`src/rtl/bicolor_matrix_frame_buffer_unit_defines.svh`:
```
// assertion macros for the bicolor matrix frame buffer
// expects clk and arst_n in the scope where a macro is used
`ifndef BICOLOR_MATRIX_FRAME_BUFFER_UNIT_DEFINES_SVH
`define BICOLOR_MATRIX_FRAME_BUFFER_UNIT_DEFINES_SVH

// same-cycle implication
`define BMFB_ASSERT_IMP(label, ante, cons, msg) \
	label: assert property (@(posedge clk) disable iff (!arst_n) (ante) |-> (cons)) \
		else $error(msg);

// next-cycle implication
`define BMFB_ASSERT_NXT(label, ante, cons, msg) \
	label: assert property (@(posedge clk) disable iff (!arst_n) (ante) |=> (cons)) \
		else $error(msg);

`endif

```
`src/rtl/bmfb_pkg.sv`:
```
// shared types, command codes, font rom and microcode rom of the frame buffer
// no dependencies
package bmfb_pkg;

	localparam int STORE_BYTES = 16;
	localparam int STORED_ROWS = 8;
	localparam int ROWS_DEF    = 8;
	localparam int GLYPH_W     = 3;
	localparam int GLYPH_H     = 5;
	localparam int TENS_COL    = 0;
	localparam int ONES_COL    = 4;
	localparam int NUM_MAX     = 99;
	localparam int ADDR_W      = $clog2(STORE_BYTES);

	typedef logic [ADDR_W-1:0]  addr_t;
	typedef logic [7:0]         byte_t;
	typedef logic [2:0]         cmd_code_t;
	typedef logic [2:0]         coord_t;
	typedef logic [1:0]         color_t;
	typedef logic signed [7:0]  number_t;
	typedef logic [3:0]         digit_t;
	typedef logic [3:0]         step_t;

	localparam byte_t ADDR_BYTE = 8'h00;

	localparam cmd_code_t CMD_SET_PIXEL   = 3'd0;
	localparam cmd_code_t CMD_SHIFT_ROW   = 3'd1;
	localparam cmd_code_t CMD_CLEAR       = 3'd2;
	localparam cmd_code_t CMD_DRAW_NUMBER = 3'd3;
	localparam cmd_code_t CMD_REFRESH     = 3'd4;

	// microcode addresses
	localparam step_t STEP_IDLE  = 4'd0;
	localparam step_t STEP_PIX_G = 4'd1;
	localparam step_t STEP_PIX_R = 4'd2;
	localparam step_t STEP_SHR_G = 4'd3;
	localparam step_t STEP_SHR_R = 4'd4;
	localparam step_t STEP_CLEAR = 4'd5;
	localparam step_t STEP_CHECK = 4'd6;
	localparam step_t STEP_BLIT  = 4'd7;
	localparam step_t STEP_HDR   = 4'd8;
	localparam step_t STEP_EMIT  = 4'd9;

	typedef enum logic [3:0] {
		UOP_NOP,
		UOP_PIX_G,
		UOP_PIX_R,
		UOP_SHR_G,
		UOP_SHR_R,
		UOP_CLEAR,
		UOP_BLIT,
		UOP_EMIT_HDR,
		UOP_EMIT_BYTE
	} uop_t;

	typedef enum logic [1:0] {
		SEQ_NEXT,
		SEQ_END,
		SEQ_LOOP,
		SEQ_CHECK
	} seq_t;

	typedef enum logic {
		LIM_BLIT,
		LIM_STORE
	} lim_t;

	typedef struct packed {
		uop_t uop;
		seq_t seq;
		lim_t lim;
	} ucw_t;

	// 3x5 font, bit c of a row is column c
	localparam logic [GLYPH_W-1:0] GLYPH_ROM [10][GLYPH_H] = '{
		'{3'h6, 3'h5, 3'h5, 3'h5, 3'h3},
		'{3'h2, 3'h3, 3'h2, 3'h2, 3'h7},
		'{3'h7, 3'h1, 3'h2, 3'h4, 3'h7},
		'{3'h7, 3'h4, 3'h6, 3'h4, 3'h7},
		'{3'h5, 3'h5, 3'h7, 3'h4, 3'h4},
		'{3'h7, 3'h1, 3'h7, 3'h4, 3'h3},
		'{3'h6, 3'h1, 3'h7, 3'h5, 3'h3},
		'{3'h7, 3'h4, 3'h2, 3'h1, 3'h1},
		'{3'h6, 3'h5, 3'h7, 3'h5, 3'h3},
		'{3'h6, 3'h5, 3'h7, 3'h4, 3'h3}
	};

	function automatic ucw_t ucode(input step_t s);
		case (s)
			STEP_IDLE:  return '{UOP_NOP,       SEQ_END,   LIM_STORE};
			STEP_PIX_G: return '{UOP_PIX_G,     SEQ_NEXT,  LIM_STORE};
			STEP_PIX_R: return '{UOP_PIX_R,     SEQ_END,   LIM_STORE};
			STEP_SHR_G: return '{UOP_SHR_G,     SEQ_NEXT,  LIM_STORE};
			STEP_SHR_R: return '{UOP_SHR_R,     SEQ_END,   LIM_STORE};
			STEP_CLEAR: return '{UOP_CLEAR,     SEQ_END,   LIM_STORE};
			STEP_CHECK: return '{UOP_NOP,       SEQ_CHECK, LIM_STORE};
			STEP_BLIT:  return '{UOP_BLIT,      SEQ_LOOP,  LIM_BLIT};
			STEP_HDR:   return '{UOP_EMIT_HDR,  SEQ_NEXT,  LIM_STORE};
			STEP_EMIT:  return '{UOP_EMIT_BYTE, SEQ_LOOP,  LIM_STORE};
			default:    return '{UOP_NOP,       SEQ_END,   LIM_STORE};
		endcase
	endfunction

	// program entry per command, unknown commands stay idle
	function automatic step_t entry(input cmd_code_t c);
		case (c)
			CMD_SET_PIXEL:   return STEP_PIX_G;
			CMD_SHIFT_ROW:   return STEP_SHR_G;
			CMD_CLEAR:       return STEP_CLEAR;
			CMD_DRAW_NUMBER: return STEP_CHECK;
			CMD_REFRESH:     return STEP_HDR;
			default:         return STEP_IDLE;
		endcase
	endfunction

endpackage

```
`src/rtl/bmfb_cmd_if.sv`:
```
// command channel of the frame buffer: valid/ready plus command fields
// depends on bmfb_pkg
interface bmfb_cmd_if;
	import bmfb_pkg::*;

	logic      valid;
	logic      ready;
	cmd_code_t cmd;
	coord_t    col_x;
	coord_t    row_y;
	color_t    color;
	number_t   number;

	modport source(output valid, output cmd, output col_x, output row_y, output color,
		output number, input ready);
	modport sink(input valid, input cmd, input col_x, input row_y, input color,
		input number, output ready);
endinterface

```
`src/rtl/bmfb_out_if.sv`:
```
// byte stream channel of the frame buffer: valid/ready plus byte and last flag
// depends on bmfb_pkg
interface bmfb_out_if;
	import bmfb_pkg::*;

	logic  valid;
	logic  ready;
	byte_t out_byte;
	logic  last;

	modport source(output valid, output out_byte, output last, input ready);
	modport sink(input valid, input out_byte, input last, output ready);
endinterface

```
`src/rtl/bicolor_matrix_frame_buffer_unit.sv`:
```
// Frame buffer for an 8x8 two-color LED matrix: 16 bytes, row r at byte 2r (green)
// and 2r+1 (red), cleared at reset. Commands set pixel, shift row, clear, draw number
// (0 to 99, two 3x5 digits, others ignored) and refresh (address byte 0x00, then the
// 16 store bytes, last set on the final one). A small microcode rom steps a datapath
// that reads and writes one store byte per cycle while no emit step waits on the
// byte stream; clear zeroes all 16 at once. Ready is high only while idle, so a new
// command is taken only once the last one is through; unknown commands do nothing.
// The byte stream has its own output register. Depends on bmfb_pkg, the two channel
// interfaces and bicolor_matrix_frame_buffer_unit_defines.svh.
`include "bicolor_matrix_frame_buffer_unit_defines.svh"

module bicolor_matrix_frame_buffer_unit #(
	parameter int ROWS = bmfb_pkg::ROWS_DEF
) (
	input logic        clk,
	input logic        arst_n,
	bmfb_cmd_if.sink   command,
	bmfb_out_if.source stream
);
	import bmfb_pkg::*;

	localparam int    CLIP_ROWS  = (ROWS < STORED_ROWS) ? ROWS : STORED_ROWS;
	localparam int    BLIT_ROWS  = (CLIP_ROWS < GLYPH_H) ? CLIP_ROWS : GLYPH_H;
	localparam addr_t BLIT_LAST  = ADDR_W'(2 * BLIT_ROWS - 1);
	localparam addr_t STORE_LAST = ADDR_W'(STORE_BYTES - 1);
	localparam byte_t GLYPH_MASK = byte_t'(((1 << GLYPH_W) - 1) << TENS_COL)
		| byte_t'(((1 << GLYPH_W) - 1) << ONES_COL);

	step_t   step_q;
	addr_t   idx_q;
	coord_t  col_x_q;
	coord_t  row_y_q;
	color_t  color_q;
	number_t number_q;
	digit_t  tens_q;
	digit_t  ones_q;
	byte_t   store_q [STORE_BYTES];
	logic    out_valid_q;
	byte_t   out_byte_q;
	logic    out_last_q;

	ucw_t    ucw;
	logic    idle;
	logic    cmd_acc;
	logic    emits;
	logic    step_go;
	logic    at_end;
	logic    num_ok;
	addr_t   rd_addr;
	byte_t   rd_byte;
	byte_t   wr_byte;
	byte_t   pix_bit;
	byte_t   blit_bits;
	logic    wr_en;
	logic    clr;
	digit_t  tens_d;
	digit_t  ones_d;
	logic [ADDR_W-2:0] glyph_r;

	assign ucw     = ucode(step_q);
	assign idle    = (step_q == STEP_IDLE);
	assign cmd_acc = command.valid && idle;
	assign emits   = (ucw.uop == UOP_EMIT_HDR) || (ucw.uop == UOP_EMIT_BYTE);
	// an emit step waits until the output register frees up
	assign step_go = !idle && (!emits || !out_valid_q || stream.ready);
	assign at_end  = (idx_q == ((ucw.lim == LIM_BLIT) ? BLIT_LAST : STORE_LAST));
	assign num_ok  = !number_q[7] && (number_q[6:0] <= 7'(NUM_MAX));

	assign command.ready   = idle;
	assign stream.valid    = out_valid_q;
	assign stream.out_byte = out_byte_q;
	assign stream.last     = out_last_q;

	// tens digit by threshold compare, last match wins
	always_comb begin
		tens_d = '0;
		ones_d = number_q[3:0];
		for (int k = 1; k <= 9; k++) begin
			if (number_q[6:0] >= 7'(10 * k)) begin
				tens_d = digit_t'(k);
				ones_d = digit_t'(number_q[6:0] - 7'(10 * k));
			end
		end
	end

	always_comb begin
		case (ucw.uop)
			UOP_PIX_G, UOP_SHR_G: rd_addr = {row_y_q, 1'b0};
			UOP_PIX_R, UOP_SHR_R: rd_addr = {row_y_q, 1'b1};
			default:              rd_addr = idx_q;
		endcase
	end

	assign rd_byte = store_q[rd_addr];
	assign pix_bit = byte_t'(1) << col_x_q;
	assign glyph_r = idx_q[ADDR_W-1:1];
	assign blit_bits = ((byte_t'(GLYPH_ROM[tens_q][glyph_r]) << TENS_COL)
		| (byte_t'(GLYPH_ROM[ones_q][glyph_r]) << ONES_COL)) & GLYPH_MASK;

	always_comb begin
		case (ucw.uop)
			UOP_PIX_G: wr_byte = color_q[0] ? (rd_byte | pix_bit) : (rd_byte & ~pix_bit);
			UOP_PIX_R: wr_byte = color_q[1] ? (rd_byte | pix_bit) : (rd_byte & ~pix_bit);
			UOP_SHR_G, UOP_SHR_R: wr_byte = rd_byte >> 1;
			UOP_BLIT:  wr_byte = blit_bits | (rd_byte & ~GLYPH_MASK);
			default:   wr_byte = rd_byte;
		endcase
	end

	assign wr_en = step_go && ((ucw.uop == UOP_PIX_G) || (ucw.uop == UOP_PIX_R)
		|| (ucw.uop == UOP_SHR_G) || (ucw.uop == UOP_SHR_R) || (ucw.uop == UOP_BLIT));
	assign clr = step_go && (ucw.uop == UOP_CLEAR);

	// sequencer: step counter and loop index
	always_ff @(posedge clk or negedge arst_n) begin
		if (!arst_n) begin
			step_q <= STEP_IDLE;
			idx_q  <= '0;
		end else if (cmd_acc) begin
			step_q <= entry(command.cmd);
		end else if (step_go) begin
			case (ucw.seq)
				SEQ_NEXT: step_q <= step_q + 4'd1;
				SEQ_LOOP: begin
					if (at_end) begin
						step_q <= STEP_IDLE;
						idx_q  <= '0;
					end else begin
						idx_q <= idx_q + addr_t'(1);
					end
				end
				SEQ_CHECK: step_q <= num_ok ? (step_q + 4'd1) : STEP_IDLE;
				default: begin
					step_q <= STEP_IDLE;
					idx_q  <= '0;
				end
			endcase
		end
	end

	always_ff @(posedge clk) begin
		if (cmd_acc) begin
			col_x_q  <= command.col_x;
			row_y_q  <= command.row_y;
			color_q  <= command.color;
			number_q <= command.number;
		end
		if (step_go && (ucw.seq == SEQ_CHECK)) begin
			tens_q <= tens_d;
			ones_q <= ones_d;
		end
	end

	always_ff @(posedge clk or negedge arst_n) begin
		if (!arst_n) begin
			for (int i = 0; i < STORE_BYTES; i++) begin
				store_q[i] <= '0;
			end
		end else if (clr) begin
			for (int i = 0; i < STORE_BYTES; i++) begin
				store_q[i] <= '0;
			end
		end else if (wr_en) begin
			store_q[rd_addr] <= wr_byte;
		end
	end

	always_ff @(posedge clk or negedge arst_n) begin
		if (!arst_n) begin
			out_valid_q <= 1'b0;
		end else if (step_go && emits) begin
			out_valid_q <= 1'b1;
		end else if (stream.ready) begin
			out_valid_q <= 1'b0;
		end
	end

	always_ff @(posedge clk) begin
		if (step_go && emits) begin
			out_byte_q <= (ucw.uop == UOP_EMIT_HDR) ? ADDR_BYTE : rd_byte;
			out_last_q <= (ucw.uop == UOP_EMIT_BYTE) && at_end;
		end
	end

	`BMFB_ASSERT_NXT(a_last_ends_burst, step_go && (ucw.uop == UOP_EMIT_BYTE) && at_end,
		(step_q == STEP_IDLE) && out_valid_q && out_last_q, "last byte did not end burst")
	`BMFB_ASSERT_IMP(a_blit_in_range, step_q == STEP_BLIT,
		(idx_q <= BLIT_LAST) && (tens_q <= 4'd9) && (ones_q <= 4'd9), "blit out of range")
	`BMFB_ASSERT_IMP(a_idle_index_zero, idle, idx_q == '0, "loop index left dirty")
	`BMFB_ASSERT_NXT(a_clear_zeroes, clr,
		(store_q[0] == '0) && (store_q[STORE_BYTES-1] == '0), "clear left data")

endmodule

```
`src/flat_wrapper.sv`:
```
// flat-port wrapper written by rule: the top's interface ports become plain ports
module bicolor_matrix_frame_buffer_unit_flat import bmfb_pkg::*;
#(
	parameter int ROWS = bmfb_pkg::ROWS_DEF
)
  (clk, arst_n, command_valid, command_cmd, command_col_x, command_row_y, command_color, command_number, command_ready, stream_valid, stream_out_byte, stream_last, stream_ready);
  bmfb_cmd_if command_i ();
  bmfb_out_if stream_i ();
  input logic clk;
  input logic arst_n;
  input wire logic [$bits(command_i.valid)-1:0] command_valid;
  input wire logic [$bits(command_i.cmd)-1:0] command_cmd;
  input wire logic [$bits(command_i.col_x)-1:0] command_col_x;
  input wire logic [$bits(command_i.row_y)-1:0] command_row_y;
  input wire logic [$bits(command_i.color)-1:0] command_color;
  input wire logic [$bits(command_i.number)-1:0] command_number;
  output wire logic [$bits(command_i.ready)-1:0] command_ready;
  output wire logic [$bits(stream_i.valid)-1:0] stream_valid;
  output wire logic [$bits(stream_i.out_byte)-1:0] stream_out_byte;
  output wire logic [$bits(stream_i.last)-1:0] stream_last;
  input wire logic [$bits(stream_i.ready)-1:0] stream_ready;
  assign command_i.valid = command_valid;
  assign command_i.cmd = command_cmd;
  assign command_i.col_x = command_col_x;
  assign command_i.row_y = command_row_y;
  assign command_i.color = command_color;
  assign command_i.number = command_number;
  assign command_ready = command_i.ready;
  assign stream_valid = stream_i.valid;
  assign stream_out_byte = stream_i.out_byte;
  assign stream_last = stream_i.last;
  assign stream_i.ready = stream_ready;
  bicolor_matrix_frame_buffer_unit #(.ROWS(ROWS)) u_core (.clk(clk), .arst_n(arst_n), .command(command_i), .stream(stream_i));
endmodule
```
`config.mk`:
```
export PLATFORM = sky130hd
export DESIGN_NAME = bicolor_matrix_frame_buffer_unit_flat
export DESIGN_NICKNAME = d
export VERILOG_FILES = /design/src/rtl/bmfb_pkg.sv /design/src/rtl/bmfb_cmd_if.sv /design/src/rtl/bmfb_out_if.sv /design/src/rtl/bicolor_matrix_frame_buffer_unit.sv /design/src/flat_wrapper.sv
export VERILOG_INCLUDE_DIRS = /design/src /design/src/rtl
export SDC_FILE = /design/constraint.sdc
export NUM_CORES = 1
export LEC_CHECK = 0
export BUFFER_PORTS_ARGS = -buffer_cell sky130_fd_sc_hd__buf_2
export CORE_MARGIN = 1.5
export CORE_UTILIZATION = 35
export DETAILED_ROUTE_END_ITERATION = 8
export GPL_ROUTABILITY_DRIVEN = 0
export PLACE_DENSITY = 0.56
export SKIP_CTS_REPAIR_TIMING = 1
export SLEW_MARGIN = 0
export SYNTH_ARGS = -nofsm -noshare
export SYNTH_HDL_FRONTEND = slang
export SYNTH_SLANG_ARGS = --single-unit
```
`constraint.sdc`:
```
create_clock -name clk -period 7.4 [get_ports clk]
set_input_delay 0.37 -clock clk [delete_from_list [all_inputs] [get_ports clk]]
set_output_delay 0.37 -clock clk [all_outputs]
set_load 0.05 [all_outputs]
```
# Word level (Yosys, flattened, before mapping)
# Memories as Yosys holds them, arrays and structs flattened.
# Cells that the tools add are included.
# Widths: inputs -> output; s select.
[totals]
rom_bits = 592
mem_count = 3
ramBits = 0
elab_cells = 168
out_inout_bits = 11
regBits = 170
latchBits = 0
[classes]
mux = 50
multipliers = 0
div = 0
eq_ne = 16
shift = 1
reduce_logical = 33
magnitude_cmp = 15
bitwise = 11
add_sub_neg = 11
[mem_list]
columns = ["memory", "words", "width", "read_ports", "rd_ports_with_merged_regs", "wr", "line", "rtl"]
rows = [
  ["(no name shown)", 16, 15, 1, 0, 0, "bicolor_matrix_frame_buffer_unit.sv:98", "| (byte_t'(GLYPH_ROM[ones_q][glyph_r]) << ONES_COL)) & GLYPH_MASK;"],
  ["(no name shown)", 16, 15, 1, 0, 0, "bicolor_matrix_frame_buffer_unit.sv:97", "assign blit_bits = ((byte_t'(GLYPH_ROM[tens_q][glyph_r]) << TENS_COL)"],
  ["(no name shown)", 16, 7, 1, 0, 0, "bmfb_pkg.sv:89", "case (s)"],
]
[op_table]
columns = ["op", "count"]
rows = [
  ["$mux 128", 2],
  ["$bwmux 128", 1],
  ["$mux 4", 20],
  ["$mux 15", 4],
  ["$ge 7x7->1 const B", 6],
  ["$mux 8", 5],
  ["$bmux 8 s4", 1],
  ["$demux 8 s4", 1],
  ["$pmux 8 s4", 1],
  ["$pmux 4 s5", 1],
  ["$sub 4x4->4 const B", 5],
  ["$bmux 3 s3", 2],
  ["$eq 4x3->1 const B", 4],
  ["$pmux 4 s2", 2],
  ["$ge 5x5->1 const B", 3],
  ["$mux 3", 5],
  ["$not 4->5", 3],
  ["$ge 7x6->1 const B", 2],
  ["$pmux 4 s3", 1],
  ["$reduce_or 2->1", 5],
  ["$logic_and 1x1->1", 9],
  ["$add 4x1->4 const B", 2],
  ["$and 8x8->8", 1],
  ["$eq 4x2->1 const B", 2],
  ["31 further kinds", 49],
]

# Longest topological paths before layout
# Gate-level depths: netlist of run 1.
# An unclocked memory read counts as a cell.
[logic_depth]
depth_word = 14
ltp_mapped = 17

# Worst setup path before layout of run 1
# Ideal clock, no wire load.
[synth_timing]
path_type = "register to register"
startpoint = "reg u_core.step_q[1]"
endpoint = "reg u_core.store_q[109] (netlist bit)"
path_slack_ns = 3.979
t_arrival_ns = 3.346
required_time_ns = 7.325
stages_incl_launch_ff = 14
synth_period_minus_slack_ns = 3.421
setup_ns = 0.075
cell_sequence = "dfrtp_1 -> inv_1 -> ha_1 -> buf_2 -> or2_2 -> a32oi_2 -> o311ai_4 -> a2bb2oi_4 -> mux2_1 -> a2111oi_4 -> nor2_1 -> o22a_2 -> buf_6 -> o21ai_2"
[synth_via]
elab_chain_cells = 14
[synth_rtl]
columns = ["item", "line", "rtl"]
rows = [
  ["start: declaration", "bicolor_matrix_frame_buffer_unit.sv:29", "step_t step_q;"],
  ["start signal: assignment", "bicolor_matrix_frame_buffer_unit.sv:120", "step_q <= entry(command.cmd);"],
  ["start signal: assignment", "bicolor_matrix_frame_buffer_unit.sv:123", "SEQ_NEXT: step_q <= step_q + 4'd1;"],
  ["start signal: assignment", "bicolor_matrix_frame_buffer_unit.sv:132", "SEQ_CHECK: step_q <= num_ok ? (step_q + 4'd1) : STEP_IDLE;"],
  ["$mem_v2 16x7", "--", ""],
  ["$eq 4x3->1, or another cell as far along", "bicolor_matrix_frame_buffer_unit.sv:87, bicolor_matrix_frame_buffer_unit.sv:101, bicolor_matrix_frame_buffer_unit.sv:111", ""],
  ["$reduce_or 2->1", "bicolor_matrix_frame_buffer_unit.sv:87", "case (ucw.uop)"],
  ["$pmux 4 s2", "bicolor_matrix_frame_buffer_unit.sv:87", ""],
  ["$not 4->5 (not written as such)", "bicolor_matrix_frame_buffer_unit.sv:94, bicolor_matrix_frame_buffer_unit.sv:164", ""],
  ["$bmux 8 s4", "bicolor_matrix_frame_buffer_unit.sv:94", "assign rd_byte = store_q[rd_addr];"],
  ["$mux 8 (not written as such) (2 in series)", "bicolor_matrix_frame_buffer_unit.sv:94", ""],
  ["$and 8x8->8 / $or 8x8->8 (equally long branches)", "bicolor_matrix_frame_buffer_unit.sv:102, bicolor_matrix_frame_buffer_unit.sv:103", ""],
  ["$mux 8 (on tied branches)", "bicolor_matrix_frame_buffer_unit.sv:103, bicolor_matrix_frame_buffer_unit.sv:102", ""],
  ["$pmux 8 s4", "bicolor_matrix_frame_buffer_unit.sv:101", "case (ucw.uop)"],
  ["$bwmux 128", "bicolor_matrix_frame_buffer_unit.sv:164", "store_q[rd_addr] <= wr_byte;"],
  ["$mux 128", "bicolor_matrix_frame_buffer_unit.sv:163", "end else if (wr_en) begin"],
  ["$mux 128", "bicolor_matrix_frame_buffer_unit.sv:159", "end else if (clr) begin"],
  ["end signal: indexed assignment", "bicolor_matrix_frame_buffer_unit.sv:164", ""],
  ["end: declaration", "bicolor_matrix_frame_buffer_unit.sv:37", "byte_t store_q [STORE_BYTES];"],
]
# Parallel ways exist; a longest one is shown, timed or not. The select of a mux whose other input is x is not followed.
# A chain may end at the register's enable or synchronous reset.

# Worst setup path after layout of run 1
[layout_timing]
startpoint = "reg u_core.step_q[1]"
endpoint = "reg u_core.store_q[1] (netlist bit)"
# Same word-level chain as after synthesis.

==> reports/summary.json, run 1 <==
{
  "start_util": {"value": 35.6, "unit": "%"},
  "power.static_leakage": {"value": 4.43, "unit": "nW"},
  "grt_setup_unrepaired": {"value": "no"},
  "yosys_most_used_dff": {"value": "dfrtp_1"},
  "syn-mean-instance-area": {"value": 9.26, "unit": "µm²"},
  "num_antenna_cells": {"value": 0},
  "p_per_area": {"value": 484, "unit": "nW/µm²"},
  "final_layout_size_suffix_gt1_share": {"value": 12.7, "unit": "%"},
  "grt-ovfl-total": {"value": 0},
  "number_of_maximum_capacitance_violations": {"value": 0},
  "critical_path_launch_point_type": {"value": "flip-flop"},
  "number_of_vias_per_cell_after_detailed_routing": {"value": 5.64},
  "die_w": {"value": 171, "unit": "µm"},
  "global_route.usage.total": {"value": 19.9, "unit": "%"},
  "netlist_area": {"value": 9930, "unit": "µm²"},
  "route.final.wire_length": {"value": 28000, "unit": "µm"},
  "number_of_iterations_in_the_first_detailed_routing_pass": {"value": 5},
  "route.antenna.remaining_nets": {"value": 0},
  "synthDistinctLibCells": {"value": 94},
  "num-nets-final": {"value": 1096},
  "first_global_vias": {"value": 7744},
  "yosysSeqAreaShare": {"value": 44.5, "unit": "%"},
  "yosys_register_bits": {"value": 170},
  "vertical_extent_of_the_die": {"value": 171, "unit": "µm"},
  "clock_insertion_delay_worst_skew": {"value": 440, "unit": "ps"},
  "pwr-share-clk": {"value": 18.0, "unit": "%"},
  "worst_ep_required_time": {"value": 7690, "unit": "ps"},
  "synth_to_final_area_change": {"value": 9.56, "unit": "%"},
  "clock_root_buffer": {"value": "clkbuf_16"},
  "largest_net_degree_at_the_start_of_global_routing": {"value": 76},
  "wl_per_cell": {"value": 19.5, "unit": "µm"},
  "fin_crit_share": {"value": 73.8, "unit": "%"},
  "layout_common_cells": {"value": "nand3_1 (154), dfrtp_1 (137), o21ai_0 (121)"},
  "p_sw": {"value": 2.60, "unit": "mW"},
  "synth_fp_nets": {"value": 1121},
  "finalMaxSlewViolations": {"value": 0},
  "setup.worst_path.class": {"value": "flip-flop to flip-flop"},
  "cts_max_path_buffers": {"value": 2},
  "internal_power": {"value": 2.66, "unit": "mW"},
  "sequential_share_of_power": {"value": 28.5, "unit": "%"},
  "core": {"value": 27900, "unit": "µm²"},
  "path_clk_slew": {"value": 70, "unit": "ps"},
  "vdd_ir_drop_max": {"value": 0.279, "unit": "mV"},
  "drt_drc_violations_left": {"value": 0},
  "period_minus_slack": {"value": 5460, "unit": "ps"},
  "drt-initial-drc-count": {"value": 822},
  "synth-edff-count": {"value": 33},
  "tritoncts": {"value": "yes"},
  "yosys_warnings": {"value": 0},
  "synth_async_sr_flop_share": {"value": 80.6, "unit": "%"},
  "first_pass_grt_wire_length": {"value": 44700, "unit": "µm"},
  "finClkSkew": {"value": 11.7, "unit": "ps"},
  "cell_type_group_with_the_largest_total_delay_on_the_critical_path": {"value": "compound AO/OA/AOI/OAI gates"},
  "io_pins": {"value": 34},
  "run_status": {"value": "finished clean"},
  "cpPeakStageDelay": {"value": 720, "unit": "ps"},
  "hpwl": {"value": 18800, "unit": "µm"},
  "placement_rows": {"value": 61},
  "timing.critical_path.fanout_max": {"value": 22},
  "worst-slew-pin-transition": {"value": 1010, "unit": "ps"},
  "cp_slowest_cell": {"value": "o21ai_1"},
  "buf_inv_stages_crit_path": {"value": 2},
  "power.share.switching": {"value": 49.4, "unit": "%"},
  "setup_viol": {"value": 0},
  "antenna_found_initial": {"value": 0},
  "critical_path.cell_chain": {"value": "inv_1 -> ha_1 -> and4bb_1 -> or2_2 -> o21ai_1 -> nand3_2 -> buf_4 -> mux2_2 -> o22a_1 -> and4_1 -> a21oi_1 -> o22a_1 -> o21ai_0"},
  "fmax": {"value": 183, "unit": "MHz"},
  "total_number_of_clock_tree_sinks": {"value": 170},
  "commonest_non_fill_non_tap_cell_in_the_layout": {"value": "nand3_1"},
  "numPortBuffers": {"value": 33},
  "finish.utilization": {"value": 39.1, "unit": "%"},
  "cts-htree-levels": {"value": 4},
  "final_hold_viol_count": {"value": 0},
  "die_area": {"value": 29400, "unit": "µm²"},
  "timing.critical_path.to_type": {"value": "flip-flop"},
  "syn-instance-count": {"value": 1073},
  "tritoncts.num_buffers": {"value": 17},
  "p_comb_share": {"value": 53.6, "unit": "%"},
  "timing.hold.worst.class": {"value": "input port to flip-flop"},
  "worst_path_most_repeated_cell": {"value": "o22a_1"},
  "finalSetupTns": {"value": 0, "unit": "ps"},
  "relSlewSlack": {"value": 33.0, "unit": "%"},
  "overall_via_count_from_detail_route": {"value": 8115},
  "critical_path_arrival": {"value": 5750, "unit": "ps"}
}
-- per-layer routing --
layer  global-route usage [%]  vias to the layer above  wire [µm]
li1                         -                     3908          -
met1                     28.7                     3978      13700
met2                     30.1                      188      12500
met3                     2.99                       41       1200
met4                     6.79                        0        561
met5                        0                        -          0
-- synthesized netlist by cell type (all sizes together) (8+ instances only) --
master / instances / area share, %
a211oi: 26 / 2.0
a21oi: 38 / 2.0
and2: 10 / 0.63
and4: 10 / 0.88
buf: 38 / 2.3
clkbuf: 51 / 1.9
dfrtp: 137 / 35
edfxtp: 33 / 10
ha: 25 / 3.1
inv: 28 / 1.1
mux2: 9 / 1.0
mux2i: 37 / 3.7
nand2: 86 / 3.3
nand2b: 8 / 0.53
nand3: 157 / 8.0
nand3b: 8 / 0.64
nor2: 56 / 2.2
nor2b: 9 / 0.57
nor3: 14 / 0.98
o21ai: 154 / 8.2
o22ai: 13 / 1.0
o31a: 9 / 0.79
-- area by class of cell --
| type | instances | area (µm²) |
|---|---|---|
| fillers | 2801 | 17000 |
| well taps | 378 | 473 |
| flip-flops and latches | 170 | 4420 |
| clock inverters | 10 | 121 |
| clock buffers | 21 | 503 |
| inverters | 29 | 109 |
| repair buffers | 45 | 264 |
| multi-input cells | 785 | 4990 |
-- metrics by stage --
step | worst slack [ps] | hold WS [ps] | cell area [µm²] | power (mW) | instances
floorplan | 3980 | 74.4 | 9930 | 3.55 | 1073
global placement | 2170 | 384 | 10200 | 4.27 | 1406
detailed placement | 2020 | 388 | 10200 | 4.30 | 1406
CTS | 2000 | -75.0 | 10900 | 5.25 | 1437
global route | 1500 | 95.8 | 10900 | 5.59 | 1438
finish | 1940 | 106 | 10900 | 5.26 | 1438
-- power by group through the flow --
stage	Sequential [mW]	Combinational, mW	Clock (mW)
2_1_floorplan	1.44	2.11	0
3_3_place_gp	1.51	2.77	0
3_5_place_dp	1.51	2.79	0
4_1_cts	1.49	2.79	0.958
5_1_grt	1.53	3.06	0.998
6_report	1.50	2.82	0.945
-- final timing paths --
| path | start | to | slack [ps] | cells past startpoint |
|---|---|---|---|---|
| worst min-delay path | command_number[4] | u_core.number_q[4] | 110 | 1 |
| worst max-delay path | u_core.step_q[1] | u_core.store_q[1] | 1940 | 13 |
| worst min register to register | u_core.store_q[60] | u_core.store_q[60] | 500 | 2 |
| worst max register to register | u_core.step_q[1] | u_core.store_q[1] | 1940 | 13 |
| min in group asynchronous | arst_n | u_core.store_q[22] | 480 | 2 |
| max in group asynchronous | arst_n | u_core.step_q[3] | 5460 | 3 |
-- state kept, by name, indices dropped and copies added (netlist names), 4 cells and up --
register                flops
u_core.idx_q                4
u_core.number_q             8
u_core.ones_q               4
u_core.step_q               4
u_core.store_q            128
u_core.stream.out_byte      8
u_core.tens_q               4
-- cell families (layout without fill, tap and decap cells) --
kind of cell,Yosys count,after routing,share of synthesized area (%)
buffers and inverters,118,105,5.37
AOI/OAI and AO/OA,313,313,21.2
xor gates and xnor gates,3,3,0.265
and+or+nand+nor,398,398,20.8
DFF,170,170,44.5
adders and majority gates,25,25,3.15
muxes,46,46,4.75
(Power assumes the default switching activity.)
==> inputs of run 2 (changes only) <==
PLACE_DENSITY = 0.58   (was 0.56)
clock period = 4.6 ns   (was 7.4 ns; I/O delays follow)
==> reports/summary.json, run 2 (synthesized netlist as in run 1, its figures left out) <==
{
  "global_route.usage.total": {"value": 20.0, "unit": "%"},
  "grt-ovfl-total": {"value": 0},
  "fin_crit_share": {"value": 93.5, "unit": "%"},
  "finalSetupTns": {"value": 0, "unit": "ps"},
  "largest_register_by_flop_count": {"value": "u_core.store_q"},
  "worst_ep_required_time": {"value": 4900, "unit": "ps"},
  "timing.critical_path.fanout_max": {"value": 15},
  "die_w": {"value": 171, "unit": "µm"},
  "finalPower": {"value": 8.91, "unit": "mW"},
  "final_layout_size_suffix_gt1_share": {"value": 15.0, "unit": "%"},
  "vertical_extent_of_the_die": {"value": 171, "unit": "µm"},
  "first_global_vias": {"value": 7787},
  "finish.utilization": {"value": 40.6, "unit": "%"},
  "fmax": {"value": 233, "unit": "MHz"},
  "total_number_of_clock_tree_sinks": {"value": 170},
  "commonest_non_fill_non_tap_cell_in_the_layout": {"value": "nand3_1"},
  "cts-htree-levels": {"value": 4},
  "clock_insertion_delay_worst_skew": {"value": 440, "unit": "ps"},
  "io_pins": {"value": 34},
  "drt_drc_violations_left": {"value": 0},
  "drt-initial-drc-count": {"value": 781},
  "num_antenna_cells": {"value": 0},
  "cpPeakStageDelay": {"value": 610, "unit": "ps"},
  "place_inst": {"value": 1427},
  "finalNonFillerCells": {"value": 1479},
  "grt_setup_unrepaired": {"value": "no"},
  "cts_max_path_buffers": {"value": 2},
  "first_pass_grt_wire_length": {"value": 45300, "unit": "µm"},
  "synth_to_final_area_change": {"value": 13.8, "unit": "%"},
  "regToRegSetupSlack": {"value": 300, "unit": "ps"},
  "finalMaxSlewViolations": {"value": 0},
  "timing.hold.worst.class": {"value": "input port to flip-flop"},
  "hpwl": {"value": 18600, "unit": "µm"},
  "largest_register_ffs": {"value": 128},
  "timing.critical_path.to_type": {"value": "flip-flop"},
  "wl_per_cell": {"value": 19.3, "unit": "µm"},
  "numPortBuffers": {"value": 33},
  "power.static_leakage": {"value": 4.63, "unit": "nW"},
  "final_design_area_no_fill": {"value": 11300, "unit": "µm²"},
  "overall_via_count_from_detail_route": {"value": 8446},
  "relSlewSlack": {"value": 35.2, "unit": "%"},
  "setup_viol": {"value": 0},
  "core": {"value": 27900, "unit": "µm²"},
  "number_of_maximum_capacitance_violations": {"value": 0},
  "cp_slowest_cell": {"value": "nand3_1"},
  "largest_net_degree_at_the_start_of_global_routing": {"value": 129},
  "die_area": {"value": 29400, "unit": "µm²"},
  "worst_path_most_repeated_cell": {"value": "nand3_1"},
  "antenna_found_initial": {"value": 0},
  "number_of_vias_per_cell_after_detailed_routing": {"value": 5.71},
  "number_of_iterations_in_the_first_detailed_routing_pass": {"value": 5},
  "layout_common_cells": {"value": "nand3_1 (151), dfrtp_1 (137), o21ai_0 (121)"},
  "clock_root_buffer": {"value": "clkbuf_16"},
  "final_hold_viol_count": {"value": 0},
  "path_clk_slew": {"value": 70, "unit": "ps"},
  "run_status": {"value": "finished clean"},
  "num-nets-final": {"value": 1136},
  "tritoncts": {"value": "yes"},
  "route.final.wire_length": {"value": 28500, "unit": "µm"},
  "start_util": {"value": 35.6, "unit": "%"},
  "worst-slew-pin-transition": {"value": 972, "unit": "ps"},
  "critical_path.cell_chain": {"value": "inv_1 -> ha_2 -> mux2i_1 -> o21a_2 -> nor3_4 -> buf_4 -> nand2b_2 -> or3b_1 -> nand2_1 -> nor2_2 -> nand3_1 -> nand3_1 -> o21ai_0"},
  "tritoncts.num_buffers": {"value": 17},
  "critical_path_launch_point_type": {"value": "flip-flop"},
  "period_minus_slack": {"value": 4300, "unit": "ps"},
  "critical_path_arrival": {"value": 4600, "unit": "ps"},
  "p_per_area": {"value": 788, "unit": "nW/µm²"},
  "vdd_ir_drop_max": {"value": 0.677, "unit": "mV"},
  "placement_rows": {"value": 61},
  "detailed_place.area": {"value": 10500, "unit": "µm²"},
  "route.antenna.remaining_nets": {"value": 0},
  "finClkSkew": {"value": 15.5, "unit": "ps"},
  "setup.worst_path.class": {"value": "flip-flop to flip-flop"}
}
-- run 2: cell count changes in the layout (fill, tap and decap cells not counted), moves of 2 or more --
cell           change
buf_4             +20
dlygate4sd3_1     +16
buf_12             +4
nand3_1            -3
nand3_2            +3
clkbuf_16          -2
clkinv_8           +2
-- run 2: layout make-up --
type	count	area, µm²
sequential	170	4420
inverter	29	109
timing repair buffer	85	654
clock inverter	14	173
tap	378	473
multi-input combinational	785	5030
fill	2730	16600
clock buffer	18	439
-- run 2: final timing paths --
path | startpoint | end | cells past startpoint
setup reg to reg | u_core.step_q[1] | u_core.store_q[110] | 13
hold / removal | command_cmd[2] | u_core.step_q[3] | 3
setup / recovery | u_core.step_q[1] | u_core.store_q[110] | 13
hold reg to reg | u_core.store_q[45] | u_core.store_q[45] | 2
max in group asynchronous | arst_n | u_core.store_q[118] | 3
min in group asynchronous | arst_n | u_core.store_q[86] | 2
-- run 2: power by group --
group          switching [mW]  leakage (nW)  internal (mW)
combinational            3.39          2.19           1.61
clock                   0.700         0.296          0.794
sequential              0.347          2.14           2.07
total                    4.44          4.63           4.47
-- run 2: per-stage QoR --
| step | setup slack (ps) | hold slack (ps) |
|---|---|---|
| global route | 31.7 | 54.1 |
| finish | 299 | 37.7 |
| floorplan | 1180 | -65.6 |
| CTS | 214 | -50.0 |
| detailed placement | 210 | 409 |
| global placement | 336 | 407 |
-- run 2: worst max-delay path: cells and delay by family (launching register included) --
kind            cells  cell delay [ps]
compound gates      2              410
fa+ha+maj           1              320
buf+inv             2              430
flops               1              490
mux                 1              180
simple gates        7             2310
-- run 2: per-layer routing --
layer  track usage (%)  share of wire (%)
met1              29.2                 48
met2              29.9                 44
met3              3.41                6.0
met4              6.48                2.0
met5                 0                  0
